$ cat src/hw/rtl/wlk_ram.sv
// ----------------------------------------------------------------------------
// wlk_ram
// generic single-write, single-read ram with registered read data
// ----------------------------------------------------------------------------
`default_nettype none
module wlk_ram #(
  parameter int WIDTH = 8,
  parameter int DEPTH = 16,
  parameter int AW    = (DEPTH > 1) ? $clog2(DEPTH) : 1
) (
  input  wire logic             clk,
  input  wire logic             we,
  input  wire logic [AW-1:0]    waddr,
  input  wire logic [WIDTH-1:0] wdata,
  input  wire logic [AW-1:0]    raddr,
  output logic      [WIDTH-1:0] rdata
);

  logic [WIDTH-1:0] mem [DEPTH];

  always_ff @(posedge clk) begin
    if (we) begin
      mem[waddr] <= wdata;
    end
    rdata <= mem[raddr];
  end

endmodule : wlk_ram
`default_nettype wire

$ cat config.mk
export PLATFORM = sky130hd
export DESIGN_NAME = wlk_ram
export DESIGN_NICKNAME = d
export VERILOG_FILES = /design/src/hw/rtl/wlk_ram.sv
export SDC_FILE = /design/constraint.sdc
export NUM_CORES = 1
export LEC_CHECK = 0
export ABC_AREA = 1
export BUFFER_PORTS_ARGS = -buffer_cell sky130_fd_sc_hd__buf_2
export CORE_ASPECT_RATIO = 1.5
export CORE_UTILIZATION = 55
export DETAILED_ROUTE_END_ITERATION = 10
export GPL_TIMING_DRIVEN = 0
export MAX_ROUTING_LAYER = met4
export PLACE_DENSITY = 0.77
export SYNTH_ARGS = -nofsm -noshare
export SYNTH_HDL_FRONTEND = slang
export SYNTH_SLANG_ARGS = --single-unit
$ cat constraint.sdc
create_clock -name clk -period 1.33 [get_ports clk]
set_input_delay 0.266 -clock clk [delete_from_list [all_inputs] [get_ports clk]]
set_output_delay 0.266 -clock clk [all_outputs]
set_load 0.05 [all_outputs]
==> impl.org <==
** Synthesis
- Synthesis inferred 136 register bits.
- The commonest cells after synthesis are 173 x nand2_1, 128 x edfxtp_1, 100 x inv_1.
- Total standard cell area after synthesis :: 5770 um^2
- Cell taking the most area after synthesis :: edfxtp_1
- Among all flip-flop cells after synthesis, the most frequent one is edfxtp_1.
- After synthesis, the netlist uses 12 different library cells.
- Synthesis produced 551 cells.
- In the post-synthesis netlist, the cell with the most instances is nand2_1.
- A synthesized cell averages 10.5 um^2.
- Number of nets in the synthesized netlist :: between 500 and 600
- Sequential share of the synthesized area :: 69.4%
- Yosys warns :: 0
- In this run the biggest area consumer among cell types represents between 60 and 70% of the synthesized area.
- Of all flip-flops after synthesis, the portion carrying an async set or reset was 0%.
- In this run, synthesis inferred 128 flip-flops with an integrated enable.
- By area the synthesized netlist is led by edfxtp_1 67%, nand2_1 11%, nand3_1 8.4%.

** Cells and area
- 0 antenna diodes ended up in the layout.
- Relative to the synthesized area, the layout overhead comes to 13.8%.
- Of the cells placed in the final design, the portion with a size suffix greater than 1 is 13.4%.
- With fillers left out, the area of the finished cells amounts to approximately 6600 um^2.
- Final nets :: 610

** Die
- Starting utilization of the core area :: 56.9%
- Die Footprint :: 10900 um^2
- I/O Pins :: 26
- Floorplan die width :: 85.6 um
- The core region is 10100 um^2.
- From bottom edge to top edge, the die measures 127 um.
- In this run the core area contains 45 standard-cell rows.

** Power
- Leakage :: 2.86 nW
- Summing internal, switching and leakage power gives 9.72 mW.
- In this run the power density over the cells is 1480 nW/um^2.
- IR analysis of the VDD net gives a maximum drop of 0.00106 V.

** CTS
- In this run, CTS created clock tree buffers numbering 17.
- H-Tree Depth :: 4
- Clock-pin slew was measured on the worst setup and hold paths at 0.06 ns.
- At the later pin of the worst-skew pair, clock insertion delay measures ~0.42 ns.
- TritonCTS built the clock tree.
- Hold buffer count at cts :: 0
- Post-CTS timing repair inserted 0 buffers for setup.
- Clk sink count :: 136
- No sink is reached through more buffers than the 2 on the longest clock path.
- Clock Tree Root :: clkbuf_16

** STA
- Between clock sinks in the finished design, the worst skew comes to 0.00426 ns.
- Setup repair after global routing left no endpoint under its margin.
- The total count of hold-check failures in the final report came to 0.
- Setup violations remaining at the end of the flow were counted as 0.
- The final max-slew violation count came to 0.
- For this run, the top clock speed supported by timing is 794 MHz.
- Crit path time final :: approximately 1.3 ns
- WHS :: 0.263 ns
- Fraction of the cycle the final worst path needs :: 94.7%
- At the pin with the least slew margin, the transition time is 0.857 ns.
- In this run the tightest slew margin relative to its limit is 42.7%.

** Hold path
- In this run the most critical hold path is launched from wdata[7].
- The min-delay analysis places its worst path in the category input port to flip-flop.
- The path with the worst hold slack has its endpoint at mem[12][7].
- Counting instances, the worst hold path has a depth of 1.

** Global route
- Summed over all layers, the global routing overflow is 0.
- Wire length of the first global-routing pass :: 20500 um
- Entering global routing, the biggest net connects 17 pins.
- Number of antenna violations at the first check in global routing :: 0
- Vias in the first global route :: 3707
- Overall global routing resource usage :: roughly 28%

** Outcome
- Status :: complete, no violations

** Drt
- Total number of vias :: 3916
- Dividing the detail-routed wire length by the instance count gives about 18 um.
- Dividing the detail-routed via count by the number of cells gives 5.42.
- Sum of routed wire length over all layers :: 13300 um
- First-pass DRT Iterations :: 6
- DR iter-0 viols :: 545
- Remaining design rule violation count :: 0
- Residual antenna-violating net count after detailed routing :: 0

** Critical path
- Kind of end point of the critical path :: output port
- The endpoint identified for the worst register-to-register timing path is rdata[1].
- For the worst flop-to-flop path, the logic depth is 6.
- Highest net fanout along the worst path :: 1
- Data required time at the worst endpoint :: 1.06 ns
- The slowest stage of the critical path is the dfxtp_1 cell.
- The startpoint identified for the worst register-to-register timing path is mem[6][1].
- The largest single stage delay on the critical path is 0.32 ns.
- Counting both buffers and inverters, the worst setup path holds a total of 1.
- Largest delay share family, worst path :: flip-flops
- The worst setup path is launched from a flip-flop.
- Crit Path Category :: flip-flop to output port
- Crit path arrival time :: 0.99 ns
- The setup check on the worst reg-to-reg path leaves a slack of 0.27 ns.
- The signal on the critical path passes through buf_2.

** Placement
- Routability-driven placement finished with a final weighted congestion of 0.905.
- The HPWL after detailed placement is 8730 um.
- Once placement finished, the instance area stood at 6020 um^2.
- Buffers added on ports :: 22

** Flow run
- Max-cap violations in this run came to 0.
==> flip-flops by register name, summed over array words and instances (netlist names) <==
| signal | count |
|---|---|
| mem | 128 |
| rdata | 8 |
==> how the worst max path moves through the flow <==
stage	end	depth (start not counted)	from
final	rdata[7]	1	rdata[7]
after global routing	mem[12][3]	4	waddr[0]
after CTS	mem[4][0]	3	waddr[3]
after detailed placement	mem[4][1]	3	waddr[3]
after global placement	mem[5][6]	3	waddr[3]
after floorplan	mem[10][0]	2	waddr[2]
==> stage by stage <==
| stage | TNS [ns] | cells | worst slack, ns | utilization, % |
|---|---|---|---|---|
| 2_1_floorplan | 0 | 551 | 0.113 | - |
| 3_3_place_gp | -32.42 | 690 | -0.338 | 59.4 |
| 3_5_place_dp | -36.34 | 690 | -0.408 | 59.4 |
| 4_1_cts | 0 | 722 | 0.0311 | 64.7 |
| 5_1_grt | 0 | 722 | 0.00186 | 64.7 |
| 6_report | 0 | 722 | 0.0707 | 64.7 |
==> placed cells by master, fill, tap and decap left out, drive strengths merged <==
cell type,instances
nand3,97
clkbuf,18
inv,105
nand2,173
dfxtp,8
clkinv,6
buf,46
edfxtp,128
nor2,17
clkinvlp,5
nand3b,2
==> cell type report <==
class / count / area (um^2)
well taps: 117 / 146
clock inverters: 14 / 101
repair buffers: 22 / 110
fillers: 777 / 3570
plain buffers: 24 / 166
clock buffers: 18 / 429
multi-input cells: 289 / 1220
inverters: 102 / 383
flip-flops and latches: 136 / 4000
==> kinds of logic after synthesis <==
kind of cell / after synthesis / share of synthesized area (%)
buf+inv: 126 / 9.52
simple gates: 289 / 21.0
flops: 136 / 69.4
==> metal layers <==
| metal | up-vias | GRT usage, % | part of all wire (%) | routed length (um) |
|---|---|---|---|---|
| li1 | 1862 | - | - | - |
| met2 | 196 | 42.0 | 49 | 6520 |
| met5 | - | - | 0 | 0 |
| met3 | 42 | 6.20 | 7.2 | 957 |
| met1 | 1816 | 34.7 | 40 | 5310 |
| met4 | 0 | 14.7 | 4.0 | 538 |
==> power by group <==
part           internal [mW]  switching [mW]  leakage (nW)
Sequential              4.79          0.0235          1.22
Clock                   2.38            1.82         0.249
Combinational          0.185           0.527          1.39
==> repair_timing <==
| action | CTS | global route |
|---|---|---|
| resized for setup | 0 | 3 |
| endpoints found under the hold margin | 0 | 0 |
| setup endpoints to repair | 0 | 16 |
Note: power is estimated with default switching activity, not from simulation.
