### src/hw/rtl/wlk_pkg.sv
// ----------------------------------------------------------------------------
// wlk_pkg
// shared types and constants for the weighted l1 knn classifier
// ----------------------------------------------------------------------------
`default_nettype none
package wlk_pkg;

  localparam int LBL_W  = 7;
  localparam int VOTE_W = 5;
  localparam int IDX_W  = 12;
  localparam int VAL_W  = 32;
  localparam int WGT_W  = 24;
  localparam int DST_W  = 64;
  localparam int K_W    = 5;

  typedef enum logic [1:0] {
    CMD_LOAD_WEIGHT = 2'd0,
    CMD_LOAD_QUERY  = 2'd1,
    CMD_REF_ELEM    = 2'd2,
    CMD_DECIDE      = 2'd3
  } cmd_t;

  typedef enum logic [2:0] {
    S_IDLE, S_RD, S_MUL, S_ACC, S_VOTE, S_OUT
  } state_t;

  // one slot of the sorted neighbor list
  typedef struct packed {
    logic               valid;
    logic [DST_W-1:0]   distance;
    logic [LBL_W-1:0]   label;
  } entry_t;

  // insertion broadcast to every cell
  typedef struct packed {
    logic               go;
    logic               clear;
    logic [DST_W-1:0]   distance;
    logic [LBL_W-1:0]   label;
  } ins_t;

endpackage : wlk_pkg
`default_nettype wire

### src/hw/rtl/wlk_cell.sv
// ----------------------------------------------------------------------------
// wlk_cell
// one slot of the sorted nearest list, shifts toward the tail on insert
// ----------------------------------------------------------------------------
`default_nettype none
module wlk_cell
  import wlk_pkg::*;
(
  input  wire logic   clk,
  input  wire logic   rst_n,
  input  wire ins_t   ins,
  input  wire logic   prev_take,
  input  wire entry_t prev_entry,
  output logic        take,
  output entry_t      entry
);

  entry_t entry_r, entry_nxt;

  // strict compare keeps an earlier equal entry ahead
  assign take = ins.go && (!entry_r.valid || (ins.distance < entry_r.distance));

  always_comb begin
    entry_nxt = entry_r;
    if (ins.clear) begin
      entry_nxt.valid = 1'b0;
    end else if (prev_take) begin
      entry_nxt = prev_entry;
    end else if (take) begin
      entry_nxt = '{valid: 1'b1, distance: ins.distance, label: ins.label};
    end
  end

  always_ff @(posedge clk) begin
    if (!rst_n) begin
      entry_r.valid <= 1'b0;
    end else begin
      entry_r.valid <= entry_nxt.valid;
    end
    entry_r.distance <= entry_nxt.distance;
    entry_r.label    <= entry_nxt.label;
  end

  assign entry = entry_r;

endmodule : wlk_cell
`default_nettype wire

### config.mk
export PLATFORM = sky130hd
export DESIGN_NAME = wlk_cell
export DESIGN_NICKNAME = d
export VERILOG_FILES = /design/src/hw/rtl/wlk_pkg.sv /design/src/hw/rtl/wlk_cell.sv
export SDC_FILE = /design/constraint.sdc
export NUM_CORES = 1
export LEC_CHECK = 0
export ABC_AREA = 1
export BUFFER_PORTS_ARGS = -buffer_cell sky130_fd_sc_hd__buf_2
export CAP_MARGIN = 20
export CORE_MARGIN = 3
export CORE_UTILIZATION = 50
export CTS_CLUSTER_DIAMETER = 30
export DETAILED_ROUTE_END_ITERATION = 8
export GPL_ROUTABILITY_DRIVEN = 0
export PLACE_DENSITY = 0.95
export SLEW_MARGIN = 10
export SYNTH_ARGS = -nofsm -noshare
export SYNTH_HDL_FRONTEND = slang
export SYNTH_SLANG_ARGS = --single-unit
export TNS_END_PERCENT = 30
### constraint.sdc
create_clock -name clk -period 6.7 [get_ports clk]
set_clock_uncertainty 0.2 [all_clocks]
set_input_delay 1.34 -clock clk [delete_from_list [all_inputs] [get_ports clk]]
set_output_delay 1.34 -clock clk [all_outputs]
set_load 0.03 [all_outputs]
==> results.ini, run 1 <==
[global_route]
grt_remaining_overflow = 0
grt_max_degree = 75
first_global_vias = 4137
antenna_found_initial = 1
grt_pass1_wl_mm = 18.3
grt_usage_pct = 22.1

[timing]
rsz0062_at_grt = false
report.final.slew_viol_count = 0
final-hold-violation-count = 0
tns_ps = 0
setup_viol = 0
worst-slew-pin-transition_ps = 914
period_needed_ps = 4540
slew_headroom_pct = 39.1
fin_crit_sh_pct = 67.8
fmax_mhz = 220

[outcome]
status = complete, no violations

[detailed_routing]
ant_nets = 0
wl_per_cell_um = 13.5
dr.pass1.iters = 4
drtIter0Drc = 167
viasPerCell = 4.92
vias = 4420
drt_wl_total_mm = 12.1
drc_errors = 0

[clock_tree]
cts_made_buffers = 9
hold_buffers = 0
clock-sinks = 72
cts_setup_buffers = 0
clock_latency_ps = 340
ctsLongestPathBuffers = 2
path_clk_slew_ps = 70
post_cts_resized = 0
cts_max_level = 3
cts_tree = yes
cts_root_buffer = clkbuf_8

[power]
ir_drop_v = 0.000117
p_leak_nw = 3.45
p_per_area_nw_per_um2 = 204
total_power_w = 0.00125

[worst_setup_path]
crit_buf_inv = 3
crit_fanout = 2
cpMaxStageDelayCell = ha_1
crit_path_frequent_cell = nand2_1
endpoint_kind = primary output
max_stage_delay_ps = 290
r2r_cells = 14
cpLargestDelayFamily = simple AND/OR/NAND/NOR gates
start_kind = primary input
r2r_end = entry[62]
timing_worst_setup_path_type = primary input to primary output
arrival_ps = 3000
r2r_start = entry[60]
crit_chain = buf_2 -> ha_1 -> nand2_1 -> nor2_1 -> nand4_1 -> nor4_1 -> nand2_1 -> nand2_1 -> nand2_1 -> nand2_1 -> nand2_1 -> nand2_2 -> inv_1 -> buf_2
cp.required_ps = 5160
rrSetupSlack_ps = 3550

[hold_path]
hp-class = flip-flop to flip-flop
hp-start = entry[71]
holdPathEnd = entry[71]
min_path_cells = 2

[die]
die_h_um = 103
die_w_um = 103
core-area_um2 = 8930
fp-row-count = 34
dieArea_um2 = 10600
boundaryPins = 221
initial_core_util_pct = 52.6

[layout]
final_core_util_pct = 68.8
fin_area_um2 = 6140
largest_reg_flops = 72
drive_above_1_share_pct = 31.5
syn_to_final_growth_pct = 30.7
nNetsFinal = 998
antenna_cells = 0
post_layout_nonfiller_instances = 899

[logic_synthesis]
synthAdderAreaFrac_pct = 16.8
synth_top_family_by_area = simple AND/OR/NAND/NOR gates
synth_nets = 779
ys_ff_latch = 72
synth_area_um2 = 4700
yosys.area.top_type = edfxtp_1
synth_compound_area_share_pct = 4.79
syn_area_per_cell_um2 = 8.28
seq_area_frac_synth_pct = 45.8
ys_warn_count = 0
synthXorXnorAreaFrac_pct = 0
synth_cell_type_count = 23
synthTopCellsByArea = edfxtp_1 45%, nand2_1 21%, ha_1 17%
synth.area.mux_share_pct = 0
synthCells = 568
synth_top_cell_area_share_pct = 45.4
synth_simple_gate_area_share_pct = 25.1

[place]
place.port_buffers = 220
dp_hpwl_mm = 9.36
dp.cells = 884
place_area_um2 = 5910

[flow_run]
drv.max_cap_violation_count = 0

## area by class of cell
cell class	count	area (um^2)
inverters	80	300
fillers	738	2790
flip-flops and latches	72	2150
clock buffers	10	128
multi-input cells	401	2200
clock inverters	5	106
well taps	108	135
repair buffers	223	1120
## per-stage QoR
step	setup slack [ps]	hold slack, ps
4_1_cts	2120	449
5_1_grt	1950	495
6_report	2160	436
2_1_floorplan	1630	508
3_5_place_dp	2130	429
3_3_place_gp	2160	389
## cell families (layout without fill, tap and decap cells)
| kind of cell | Yosys count | after routing |
|---|---|---|
| adder cells (fa/ha/maj) | 63 | 63 |
| buffers and inverters | 95 | 318 |
| AO/OA/AOI/OAI | 42 | 42 |
| AND/OR/NAND/NOR | 296 | 296 |
| flip-flops | 72 | 72 |
## how the worst max path moves through the flow
stage | start | slack [ps] | endpoint | depth (start not counted)
2_1_floorplan | ins[68] | 1630 | entry[0] | 10
6_report | ins[38] | 2160 | take | 14
4_1_cts | ins[38] | 2120 | take | 14
3_3_place_gp | ins[38] | 2160 | take | 14
3_5_place_dp | ins[38] | 2130 | take | 14
5_1_grt | ins[38] | 1950 | take | 14
## cells in the mapped netlist
| cell | count |
|---|---|
| a211oi_1 | 1 |
| a21o_1 | 1 |
| a21oi_1 | 28 |
| a21oi_2 | 2 |
| clkbuf_1 | 15 |
| dfxtp_1 | 1 |
| edfxtp_1 | 71 |
| ha_1 | 63 |
| inv_1 | 76 |
| inv_2 | 4 |
| nand2_1 | 258 |
| nand2_2 | 1 |
| nand3_1 | 5 |
| nand4_1 | 8 |
| nand4_2 | 1 |
| nor2_1 | 12 |
| nor2_2 | 3 |
| nor3_1 | 5 |
| nor4_1 | 2 |
| nor4b_2 | 1 |
| o211ai_1 | 1 |
| o21ai_0 | 5 |
| o21ai_1 | 4 |
## placed cells by master (no fill, tap or decap), drive strengths merged, types with 2 or more instances in the layout
cell,netlist,layout
nand2,259,259
buf,0,223
inv,80,80
edfxtp,71,71
ha,63,63
a21oi,30,30
nor2,15,15
clkbuf,15,10
nand4,9,9
o21ai,9,9
nor3,5,5
nand3,5,5
bufinv,0,3
nor4,2,2
## routing by layer
layer  part of all wire (%)  vias to the layer above  GRT usage, %
li1                       -                     2270             -
met1                     40                     1958          26.4
met2                     50                      166          38.2
met3                    7.7                       24          6.22
met4                    1.9                        2          7.47
met5                   0.11                        -             0
## worst register-to-register path, cell delays in order (launching register included)
cell and delay, ps:
edfxtp_1 410, inv_1 90, ha_1 240, a21oi_1 140, nor2_1 60, nor3_1 150, nand2_1 90, nand2_1 70
nand3_1 100, a21oi_2 120, nand2_1 90, nand2_1 80, nand2_2 70, a21oi_4 110, buf_4 730
## power by group
group	total (W)	switching [W]	internal [W]	leakage [nW]
combinational	0.000298	0.000190	0.000109	2.64
sequential	0.000547	0.0000130	0.000534	0.696
clock	0.000408	0.000162	0.000246	0.113
Power figures use the tool's default switching activity.
==> run 2, diff against run 1 <==
Settings changed: CORE_UTILIZATION 50 to 47, PLACE_DENSITY 0.95 to 0.91.
Clock period 6.7 ns to 4.7 ns, I/O delays scaled along.
==> results.ini, run 2 (synthesized netlist as in run 1, its figures left out) <==
[die]
dieArea_um2 = 11200  ; was 10,600 um^2
die_h_um = 106  ; was 103 um
fp-row-count = 35  ; was 34
die_w_um = 106  ; was 103 um
boundaryPins = 221  ; unchanged
initial_core_util_pct = 49.7  ; was 52.6%
core-area_um2 = 9460  ; was 8930 um^2

[layout]
largest_reg_flops = 72  ; unchanged
layout_common_cells = 258 x nand2_1, 220 x buf_2, 76 x inv_1  ; unchanged
syn_to_final_growth_pct = 30.7  ; unchanged
fillers = 828  ; was 738
final_common_cell = nand2_1  ; unchanged
antenna_cells = 0  ; unchanged
drive_above_1_share_pct = 31.6  ; was 31.5%
multi_input_comb_area_um2 = 2200  ; unchanged
nNetsFinal = 998  ; unchanged
fin_area_um2 = 6140  ; unchanged
ff_latch_area_um2 = 2150  ; unchanged

[clock_tree]
cts_max_level = 3  ; unchanged
cts_root_buffer = clkbuf_8  ; unchanged
ctsLongestPathBuffers = 2  ; unchanged
cts_setup_buffers = 0  ; unchanged
post_cts_resized = 0  ; unchanged
cts_tree = yes  ; unchanged
path_clk_slew_ps = 70  ; about the same
cts_made_buffers = 9  ; unchanged
clock-sinks = 72  ; unchanged
hold_buffers = 0  ; unchanged
clock_latency_ps = 340  ; about the same

[worst_setup_path]
cp.required_ps = 3560  ; was 5160 ps
crit_chain = buf_2 -> ha_1 -> nand2_1 -> nor2_2 -> inv_1 -> nor2_2 -> nand2_1 -> nor4b_2 -> nand2_1 -> nand2_1 -> nand2_1 -> nand2_2 -> inv_1 -> buf_2  ; was buf_2 -> ha_1 -> nand2_1 -> nor2_1 -> nand4_1 -> nor4_1 -> nand2_1 -> nand2_1 -> nand2_1 -> nand2_1 -> nand2_1 -> nand2_2 -> inv_1 -> buf_2
crit_path_frequent_cell = nand2_1  ; unchanged
cpLargestDelayFamily = simple AND/OR/NAND/NOR gates  ; unchanged
endpoint_kind = primary output  ; unchanged
rrSetupSlack_ps = 1960  ; was 3550 ps
crit_fanout = 2  ; unchanged
r2r_end = entry[68]  ; was entry[62]
cpMaxStageDelayCell = ha_1  ; unchanged
r2r_cells = 14  ; unchanged
arrival_ps = 2600  ; was 3000 ps
crit_buf_inv = 4  ; was 3
max_stage_delay_ps = 290  ; about the same
timing_worst_setup_path_type = primary input to primary output  ; unchanged
r2r_start = entry[62]  ; was entry[60]
start_kind = primary input  ; unchanged
startpoint = ins[62]  ; was ins[38]

[place]
place_area_um2 = 5950  ; was 5910 um^2
dp_hpwl_mm = 9.55  ; was 9.36 mm
place.port_buffers = 220  ; unchanged

[global_route]
grt_remaining_overflow = 0  ; unchanged
grt_usage_pct = 22.2  ; was 22.1%
first_global_vias = 4343  ; was 4,137
grt_pass1_wl_mm = 20.0  ; was 18.3 mm
antenna_found_initial = 1  ; unchanged
grt_max_degree = 74  ; was 75

[detailed_routing]
vias = 4389  ; was 4,420
wl_per_cell_um = 13.5  ; about the same
drtIter0Drc = 244  ; was 167
drc_errors = 0  ; unchanged
viasPerCell = 4.77  ; was 4.92
ant_nets = 0  ; unchanged
drt_wl_total_mm = 12.4  ; was 12.1 mm
dr.pass1.iters = 5  ; was 4

[timing]
tns_ps = 0  ; unchanged
period_needed_ps = 3740
setup_viol = 0  ; unchanged
rsz0062_at_grt = false  ; unchanged
fmax_mhz = 268
final-hold-violation-count = 0  ; unchanged
worst-slew-pin-transition_ps = 761  ; was 914 ps
report.final.slew_viol_count = 0  ; unchanged
slew_headroom_pct = 49.3  ; was 39.1%
fin_crit_sh_pct = 79.5

[hold_path]
holdPathEnd = entry[71]  ; unchanged
min_path_cells = 2  ; unchanged
hp-start = entry[71]  ; unchanged
hp-class = flip-flop to flip-flop  ; unchanged

[outcome]
status = complete, no violations  ; unchanged

[power]
ir_drop_v = 0.000181  ; was 0.000117 V
p_leak_nw = 3.43  ; was 3.45 nW
p_per_area_nw_per_um2 = 277  ; was 204 nW/um^2

[flow_run]
drv.max_cap_violation_count = 0  ; unchanged

[run 2: worst max path at each step]
stage               endpoint  slack (ps)  cells after the start
floorplan           entry[0]          30                     10
finish                  take         960                     14
global placement        take         990                     16
global route            take         690                     14
CTS                     take         960                     14
detailed placement      take         960                     14
[run 2: metrics by stage]
step	util, %	power (W)	instances	worst slack (ps)	hold slack, ps
after floorplan	-	0.00106	568	27.6	508
after global placement	62.9	0.00121	905	994	390
after detailed placement	62.9	0.00122	905	962	415
after CTS	65.0	0.00172	921	956	436
after global routing	65.0	0.00180	921	692	552
final	65.0	0.00170	921	963	436
[run 2: worst register-to-register path, delay by kind of cell, from the launching register on]
kind                       cells  cell delay (ps)
DFF                            1              400
adders and majority gates      1              230
buffers and inverters          2              450
and+or+nand+nor                9              780
AOI/OAI and AO/OA              2              300
[run 2: final cells by class]
| type | instances | area share, % |
|---|---|---|
| multi-input combinational | 401 | 35.8 |
| tap | 129 | 2.63 |
| timing repair buffer | 223 | 18.5 |
| clock inverter | 7 | 1.16 |
| inverter | 80 | 4.89 |
| clock buffer | 9 | 2.02 |
| sequential | 72 | 35.0 |
[run 2: layer usage]
metal | global-route usage (%) | part of all wire, % | vias to the layer above
met1 | 26.7 | 41 | 1954
met3 | 5.16 | 7.2 | 4
met5 | 0 | 0.10 | -
li1 | - | - | 2275
met4 | 4.90 | 0.35 | 2
met2 | 40.4 | 51 | 154
[run 2: report_power, final]
part	total [W]	switching [W]	internal (W)
logic	0.000427	0.000270	0.000156
clock network	0.000499	0.000253	0.000245
registers	0.000779	0.0000189	0.000760
